## src/tts_pkg.sv

```systemverilog
// Shared types and codes for the tick task scheduler table.
package tts_pkg;

  localparam int unsigned TASK_SLOTS_DEF = 16;
  localparam int unsigned RESULT_LIMIT   = 16;
  localparam int unsigned CNT_W          = $clog2(RESULT_LIMIT + 1);

  localparam logic [1:0] OP_TICK = 2'd0;
  localparam logic [1:0] OP_ADD  = 2'd1;
  localparam logic [1:0] OP_DISP = 2'd2;
  localparam logic [1:0] OP_DEL  = 2'd3;

  localparam logic [1:0] KIND_ADD  = 2'd0;
  localparam logic [1:0] KIND_DEL  = 2'd1;
  localparam logic [1:0] KIND_DISP = 2'd2;

  localparam logic [1:0] STAT_OK    = 2'd0;
  localparam logic [1:0] STAT_FULL  = 2'd1;
  localparam logic [1:0] STAT_EMPTY = 2'd2;

  typedef struct packed {
    logic [1:0]  opcode;
    logic [7:0]  task_ident;
    logic [15:0] start_delay;
    logic [15:0] repeat_period;
    logic [3:0]  slot_number;
  } cmd_t;

  typedef struct packed {
    logic [1:0] kind;
    logic [3:0] slot_out;
    logic [7:0] task_out;
    logic [1:0] status;
    logic       last;
  } result_t;

  typedef struct packed {
    logic tick;
    logic del;
    logic add;
    logic disp;
    logic kill;
    cmd_t cmd;
  } ctl_t;

  typedef struct packed {
    logic       hit;
    logic [3:0] slot;
    logic [7:0] task_id;
    logic       del_valid;
  } cell_out_t;

  typedef enum logic [1:0] {
    ST_IDLE,
    ST_EXEC,
    ST_SCAN,
    ST_FLUSH
  } state_e;

endpackage

```

## src/tts_cell.sv

```systemverilog
// One task slot of the scheduler chain with its pass-along token.
module tts_cell import tts_pkg::*; #(
  parameter int unsigned IDX = 0
) (
  input  logic      clk_i,
  input  logic      rst_ni,
  input  ctl_t      ctl_i,
  input  logic      tok_i,
  output logic      tok_o,
  output cell_out_t out_o
);

  localparam logic       SEL_OK = (IDX < 16);
  localparam logic [3:0] ID4    = 4'(IDX);

  logic        valid_q, valid_d;
  logic [7:0]  task_q, task_d;
  logic [15:0] delay_q, delay_d;
  logic [15:0] period_q, period_d;
  logic [7:0]  pend_q, pend_d;
  logic        tok_q, tok_d;

  logic del_hit, add_hit, disp_hit;

  always_comb begin
    del_hit  = ctl_i.del && SEL_OK && (ctl_i.cmd.slot_number == ID4);
    add_hit  = tok_q && ctl_i.add && !valid_q;
    disp_hit = tok_q && ctl_i.disp && (pend_q != 8'd0);
    tok_o    = tok_q && ((ctl_i.add && valid_q) || ctl_i.disp);
    tok_d    = tok_i && !ctl_i.kill;

    out_o.hit       = add_hit || disp_hit;
    out_o.slot      = (add_hit || disp_hit) ? ID4 : 4'd0;
    out_o.task_id   = disp_hit ? task_q : 8'd0;
    out_o.del_valid = del_hit && valid_q;
  end

  always_comb begin
    valid_d  = valid_q;
    task_d   = task_q;
    delay_d  = delay_q;
    period_d = period_q;
    pend_d   = pend_q;
    if (ctl_i.tick && valid_q) begin
      if (delay_q == 16'd0) begin
        if (pend_q != 8'hFF) begin
          pend_d = pend_q + 8'd1;
        end
        if (period_q != 16'd0) begin
          delay_d = period_q;
        end
      end else begin
        delay_d = delay_q - 16'd1;
      end
    end
    if (add_hit) begin
      valid_d  = 1'b1;
      task_d   = ctl_i.cmd.task_ident;
      delay_d  = ctl_i.cmd.start_delay;
      period_d = ctl_i.cmd.repeat_period;
      pend_d   = 8'd0;
    end
    if (disp_hit) begin
      pend_d = pend_q - 8'd1;
    end
    if (del_hit || (disp_hit && period_q == 16'd0)) begin
      valid_d  = 1'b0;
      task_d   = 8'd0;
      delay_d  = 16'd0;
      period_d = 16'd0;
      pend_d   = 8'd0;
    end
  end

  always_ff @(posedge clk_i or negedge rst_ni) begin
    if (!rst_ni) begin
      valid_q  <= 1'b0;
      task_q   <= 8'd0;
      delay_q  <= 16'd0;
      period_q <= 16'd0;
      pend_q   <= 8'd0;
      tok_q    <= 1'b0;
    end else begin
      valid_q  <= valid_d;
      task_q   <= task_d;
      delay_q  <= delay_d;
      period_q <= period_d;
      pend_q   <= pend_d;
      tok_q    <= tok_d;
    end
  end

endmodule

```

## config.mk

```make
export PLATFORM = sky130hd
export DESIGN_NAME = tts_cell
export DESIGN_NICKNAME = d
export VERILOG_FILES = /design/src/tts_pkg.sv /design/src/tts_cell.sv
export SDC_FILE = /design/constraint.sdc
export NUM_CORES = 1
export LEC_CHECK = 0
export ABC_CLOCK_PERIOD_IN_PS = 2550
export BUFFER_PORTS_ARGS = -buffer_cell sky130_fd_sc_hd__buf_4
export CAP_MARGIN = 40
export CORE_UTILIZATION = 35
export DETAILED_ROUTE_END_ITERATION = 8
export PLACE_DENSITY = 0.6
export SLEW_MARGIN = 15
export SYNTH_ARGS = -nofsm -noshare
export SYNTH_HDL_FRONTEND = slang
export SYNTH_SLANG_ARGS = --single-unit
```

## constraint.sdc

```tcl
create_clock -name clk_i -period 2.55 [get_ports clk_i]
set_clock_uncertainty 0.1 [all_clocks]
set_input_delay 0.3825 -clock clk_i [delete_from_list [all_inputs] [get_ports clk_i]]
set_output_delay 0.3825 -clock clk_i [all_outputs]
set_load 0.02 [all_outputs]
```

Word level (Yosys, flattened, before mapping)

Index checks and enable logic that the tools add are counted.

Equal/unequal tests: 2
Add/sub/neg operators: 3
Multiplexer cells: 18
Reduce and logical (&&, ||, !) cells: 28

Operators with widths:

| cell                    | number |
|---|---|
| $mux W16                | 7 |
| $mux W8                 | 9 |
| $logic_not A16 Y1       | 2 |
| $reduce_bool A16 Y1     | 1 |
| $sub A16 B1 Y16 const B | 1 |
| $reduce_bool A4 Y1      | 3 |
| $logic_and A1 B1 Y1     | 11 |
| $add A8 B1 Y8 const B   | 1 |
| $ne A8 B8 Y1 const B    | 1 |
| $reduce_bool A8 Y1      | 1 |
| $sub A8 B1 Y8 const B   | 1 |
| $logic_not A4 Y1        | 1 |
| $ne A4 B2 Y1 const B    | 1 |
| $logic_or A1 B1 Y1      | 3 |
| $reduce_and A3 Y1       | 1 |
| $reduce_bool A3 Y1      | 1 |
| $logic_not A1 Y1        | 2 |
| $mux W1                 | 2 |
| $reduce_and A2 Y1       | 1 |
| $reduce_bool A2 Y1      | 1 |

Bits of input ports: 54
Logic and storage cells: 57
Flip-flop bits (word level): 50
Output and inout bits: 15

Logic depth before layout (Yosys ltp)

Gate-level depths: netlist of the first run.

Depth after elaboration: 7
Mapped depth: 9
Depth with buffers taken out: 7

Least setup slack after synthesis of the first run

Ideal clock, no wire load.

Path type: reg2reg
Start: register delay_q[0]
End: register delay_q[3]
Arrival: 1990 ps
Setup slack: 339 ps
Cell stages (with the launch flop): 10
Path buffers: 2
Clock period less this slack: 2211 ps
Library setup time: 121 ps
Data required time: 2329 ps
Cell sequence: dfrtp_1 inv_1 ha_1 nor4b_2 and4_1 buf_4 a21oi_2 o21a_4 buf_6 a22o_1

Longest elaborated chain between the ends: 5
Elaborated cells between the ends (all ways): 8
Those cells by class: add/sub (1); eq/ne (1); mux (4); reduce/logical (2)

Ends and longest elaborated chain:

| item                                                        | line                           | source |
|---|---|---|
| start, declared                                             | tts_cell.sv:18                 | `logic [15:0] delay_q, delay_d;` |
| start signal, assigned                                      | tts_cell.sv:86                 | `delay_q <= delay_d;` |
| $sub A16 B1 Y16 / $logic_not A16 Y1 (equally long branches) | tts_cell.sv:53, tts_cell.sv:45 |  |
| $mux W16                                                    | tts_cell.sv:45                 | `if (delay_q == 16'd0) begin` |
| $mux W16                                                    | tts_cell.sv:44                 | `if (ctl_i.tick && valid_q) begin` |
| $mux W16                                                    | tts_cell.sv:56                 | `if (add_hit) begin` |
| $mux W16                                                    | tts_cell.sv:66                 | `if (del_hit \|\| (disp_hit && period_q == 16'd0)) begin` |

Parallel ways exist; a longest one is shown, timed or not. The select of a mux whose other input is x is not followed.
A chain may end at the register's enable or synchronous reset.

==> reports/qor.yml, run 1 <==
outcome: "finished, violations left"
violations: "negative hold slack"
syn_to_final_growth_pct: 22.3
antenna_left: 0
chipHeight_um: 99.1
grt_usage_pct: 18.4
synth_top_family_by_area: "simple AND/OR/NAND/NOR gates"
ir_worst_vdd_mv: 0.355
routed_wl_um: 8800
yosysWarningCount: 0
crit_required_ps: 2070
vias_per_cell: 5.69
rsz0062_at_grt: "false"
drtIter0Drc: 180
first_pass_iters: 5
final_area_um2: 4040
muxShareOfSynthArea_pct: 1.90
via_count: 3194
layout-drive-gt1-share_pct: 24.7
worst_pin_slew_ps: 643
worst_skew_pair.late_latency_ps: 310
drc: 0
core_um2: 9200
multi_input_area_um2: 1880
layout.cells.non_filler: 561
end_kind: "primary output"
ys.flop_type: "dfrtp_1"
synth-edff-count: 0
holdBufCountCts: 0
ys_seq_elements: 50
finalWeightedCongestion: 0.809
grt_pass1_wl_um: 14700
hold_viol: 16
crit_fanout: 15
ioPinCount: 69
dp_slack_ps: 181
final_nets: 508
grt_max_degree: 51
syn_avg_cell_area_um2: 8.55
antenna_found_initial: 0
gr-total-overflow: 0
cts_buffers: 5
place_area_um2: 3910
initial_core_util_pct: 35.9
nFillCells: 936
synth_compound_area_share_pct: 24.1
critPathKind: "reg -> out"
hpwl_um: 6350
htree_levels: 2
portBuffers: 62
final.setup.tns_ps: 0
finalCritPeriodShare_pct: 95.4
setup_ws_ps: 118
power.density_nw_per_um2: 917
synth-adder-area-share_pct: 1.90
period_needed_ps: 2430
seq_area_um2: 1250
diodes: 0
dieArea_um2: 9820
max-clock-path-buffers: 2
cts.sinks: 50
synthArstFlopShare_pct: 100
wl_per_cell_um: 15.7
hp-class: "in -> async"
ys_types: 63
clkTransAtPathRegs_ps: 100
whs_ps: -8.16
synth-seq-area-share_pct: 37.9
syn_area_um2: 3300
fmaxAchievable_mhz: 411
cts-root-buf: "clkbuf_8"
cp_data_arrival_time_ps: 1950
leakage_nw: 1.79
maxSlewViolCount: 0
rows: 35
dpl.cell_count: 553
cts_tree: "built"
slew_headroom_pct: 57.1
fin_util_pct: 43.9
first_global_vias: 3059
power_mw: 3.70
setup_viol: 0
worstSetupStartpointType: "flip-flop"
maxCapViolations: 0
timing.reg2reg.setup_slack_ps: 150
netlist_instances: 386
yosys.area_share.simple_pct: 27.2
fp.dieW_um: 99.1
yosys.area_share.xor_xnor_pct: 1.06
[cells in the final DEF (no fill, tap or decap), drive strengths merged, types with 4 or more instances in the layout]
master,instances
buf,83
nand2,68
dfrtp,50
a21oi,37
o21ai,21
nor2,19
a22o,18
nor3,17
and2,11
nand3,11
nor4,10
a31oi,8
o31ai,8
inv,8
clkbuf,6
ha,5
nand4,5
and3,4
or4,4
a32o,4
mux2i,4
conb,4
[synthesized netlist by cell type, drive strengths merged, types with 10 or more instances]
master,instances,area share (%)
nand2,68,7.7
dfrtp,50,38
a21oi,37,5.8
o21ai,21,3.2
nor2,19,2.2
a22o,18,4.8
nor3,17,3.6
buf,16,3.3
clkbuf,14,1.6
and2,11,2.1
nand3,11,1.7
nor4,10,2.4
[worst paths after layout]
check,from,end,depth (start not counted)
setup / recovery,pend_q[0]$_DFFE_PN0P_,out_o[3],7
max in group asynchronous,rst_ni,pend_q[0]$_DFFE_PN0P_,1
hold reg to reg,task_q[4]$_DFFE_PN0P_,task_q[4]$_DFFE_PN0P_,2
hold / removal,rst_ni,pend_q[3]$_DFFE_PN0P_,1
min in group clk_i,ctl_i[46],tok_q$_DFF_PN0_,2
setup reg to reg,delay_q[0]$_DFFE_PN0P_,pend_q[7]$_DFFE_PN0P_,8
[power breakdown]
| group | switching [mW] | internal (mW) | leakage [nW] |
|---|---|---|---|
| sequential | 0.362 | 1.06 | 0.648 |
| combinational | 0.883 | 0.828 | 1.09 |
| clock | 0.274 | 0.293 | 0.0514 |
| total | 1.52 | 2.18 | 1.79 |
[area by class of cell]
type | instances | area share [%]
Clock inverter | 2 | 0.930
Tap cell | 111 | 3.44
Clock buffer | 6 | 1.80
Multi-Input combinational cell | 301 | 46.6
Sequential cell | 50 | 31.1
Timing Repair Buffer | 83 | 15.4
Inverter | 8 | 0.744
[per-layer routing]
metal  vias up  routed length (um)  GRT usage (%)
met5         -                   0              0
met4         0                  57           4.30
met3         4                 341           2.25
met2        98                4110           28.8
met1      1563                4300           27.2
li1       1529                   -              -
[state kept, by name (all words and copies together), names as in the netlist]
name	flops
delay_q	16
pend_q	8
period_q	16
task_q	8
tok_q	1
valid_q	1
[worst max-delay path, stage by stage, from the launching register on]
cell and delay, ps:
dfrtp_2 430, inv_2 70, ha_1 190, nor4b_4 140
a21oi_2 260, buf_4 250, and2_1 160, buf_4 140
[logic make-up (layout without fill, tap and decap cells)]
group,count (synthesis),after routing
AO/OA/AOI/OAI,117,117
other,1,4
AND/OR/NAND/NOR,165,165
XOR/XNOR,4,4
flip-flops,50,50
buffers and inverters,38,99
multiplexers,6,6
adder cells (fa/ha/maj),5,5
[what timing repair did]
action	CTS	global route
endpoints found under the setup margin	0	11
gates resized for setup	0	5
buffers inserted	0	0
(Power assumes the default switching activity.)
==> run 2, diff against run 1 <==
--- a/config.mk
+++ b/config.mk
@@ -9,6 +9,7 @@
 export BUFFER_PORTS_ARGS = -buffer_cell sky130_fd_sc_hd__buf_4
 export CAP_MARGIN = 40
 export CORE_UTILIZATION = 35
+export CTS_BUF_LIST = sky130_fd_sc_hd__clkbuf_4
 export DETAILED_ROUTE_END_ITERATION = 8
 export PLACE_DENSITY = 0.6
 export SLEW_MARGIN = 15
==> run 2 against run 1 <==
Compared with the run above:
- count of clock-buffer cells in the layout did not move
- clock power fell by 15%
- core utilization hardly changed
- critical path depth stayed put
- largest cell class unchanged
- die area stayed put
- design area barely moved
- global-route usage is 0.091 points higher
- sequential power barely moved
- the flow now finishes without violations
- via count decreased by 1.1%
- register-to-register slack hardly changed
==> reports/qor.yml, run 2 (same netlist as run 1, synthesis figures left out) <==
cts_buffers: 5  # unchanged
diodes: 0  # unchanged
top_regs: "delay_q x16, period_q x16"
end_kind: "primary output"
finalWeightedCongestion: 0.809  # unchanged
initial_core_util_pct: 35.9  # unchanged
antenna_left: 0  # unchanged
cts.sinks: 50  # unchanged
layout-drive-gt1-share_pct: 25.1  # +0.44 points
wl_per_cell_um: 15.7  # -0.21%
worst_pin_slew_ps: 650  # +6.68 ps
drc: 0  # unchanged
cp_data_arrival_time_ps: 1930  # -20 ps
hp-class: "in -> reg"
final_nets: 512  # +0.79%
routed_wl_um: 8850  # +0.50%
critPathKind: "reg -> out"
crit_fanout: 15  # unchanged
grt_pass1_wl_um: 14800  # +0.24%
cts_tree: "built"
antenna_found_initial: 0  # unchanged
grt_max_degree: 51  # unchanged
slew_headroom_pct: 56.7  # -0.45 points
place_area_um2: 3910  # unchanged
dp_slack_ps: 181  # unchanged
cts-root-buf: "clkbuf_4"
gr-total-overflow: 0  # unchanged
finalCritPeriodShare_pct: 94.5  # -0.86 points
maxCapViolations: 0  # unchanged
worstSetupStartpointType: "flip-flop"
ir_worst_vdd_mv: 0.349  # -1.5%
setup_ws_ps: 140  # +22.0 ps
drtIter0Drc: 195  # +8.3%
fmaxAchievable_mhz: 415  # +0.91%
power_mw: 3.64  # -1.7%
chipHeight_um: 99.1  # unchanged
final_area_um2: 4040  # about the same
rsz0062_at_grt: "true"
htree_levels: 2  # unchanged
final_cell_mix: "86 x buf_4, 68 x nand2_1, 49 x dfrtp_1, 35 x a21oi_1, 20 x o21ai_0"
grt_usage_pct: 18.5  # +0.091 points
hold_viol: 0  # -16
worst_skew_pair.late_latency_ps: 370  # +60 ps
maxSlewViolCount: 0  # unchanged
setup_viol: 0  # unchanged
ioPinCount: 69  # unchanged
core_um2: 9200  # unchanged
first_global_vias: 3064  # +0.16%
hpwl_um: 6350  # unchanged
leakage_nw: 1.80  # +0.62%
final.setup.tns_ps: 0  # unchanged
fin_util_pct: 43.9  # about the same
rows: 35  # unchanged
whs_ps: 41.0  # +49.1 ps
outcome: "complete, no violations"
first_pass_iters: 4  # -1
vias_per_cell: 5.59  # -1.8%
layout_commonest_cell: "buf_4"
period_needed_ps: 2410  # -22.0 ps
layout.cells.non_filler: 565  # +0.71%
dieArea_um2: 9820  # unchanged
fp.dieW_um: 99.1  # unchanged
clkTransAtPathRegs_ps: 160  # +60 ps
power.density_nw_per_um2: 900  # -1.8%
crit_required_ps: 2070  # about the same
via_count: 3159  # -1.1%
portBuffers: 62  # unchanged
max-clock-path-buffers: 2  # unchanged
dpl.cell_count: 553  # unchanged
syn_to_final_growth_pct: 22.4  # about the same
nFillCells: 941  # +0.53%
[run 2: where the power goes]
group	internal, mW	total [mW]	switching (mW)
Combinational	0.848	1.75	0.900
Sequential	1.06	1.40	0.348
Clock	0.218	0.484	0.266
Total	2.12	3.64	1.51
[run 2: final timing paths]
kind,endpoint,slack [ps],cells after the start,startpoint
max reg2reg,pend_q[7]$_DFFE_PN0P_,150,8,delay_q[0]$_DFFE_PN0P_
max in group asynchronous,pend_q[1]$_DFFE_PN0P_,1450,2,rst_ni
min in group asynchronous,delay_q[14]$_DFFE_PN0P_,460,2,rst_ni
min reg2reg,task_q[4]$_DFFE_PN0P_,430,2,task_q[4]$_DFFE_PN0P_
min,tok_q$_DFF_PN0_,40,2,ctl_i[46]
max,out_o[3],140,7,pend_q[0]$_DFFE_PN0P_
[run 2: layout make-up]
class | instances | area [um2] | area share (%)
Sequential cell | 50 | 1250 | 31.0
Clock buffer | 6 | 45.0 | 1.12
Timing Repair Buffer | 87 | 656 | 16.2
Multi-Input combinational cell | 301 | 1880 | 46.5
Inverter | 8 | 30.0 | 0.743
Clock inverter | 2 | 37.5 | 0.929
Tap cell | 111 | 139 | 3.44
[run 2: repair_timing]
item                       4_1_cts  5_1_grt
pin swaps                        0        1
hold buffers                     1        0
setup buffers                    1        2
resized for setup                1        3
hold endpoints to repair        50        0
setup endpoints to repair        9       12
[run 2: critical path, cell delays in order, from the launching register on]
cell	delay, ps
dfrtp_1	430
inv_2	90
ha_1	150
nor4b_4	240
a21oi_2	110
buf_4	200
and2_1	170
buf_4	150
[run 2: routing by layer]
metal	vias to the layer above	GRT usage, %	share of wire (%)	routed length (um)
li1	1537	-	-	-
met1	1519	27.2	48	4240
met2	97	29.0	47	4140
met3	6	2.39	4.5	401
met4	0	4.52	0.73	65
met5	-	0	0	0
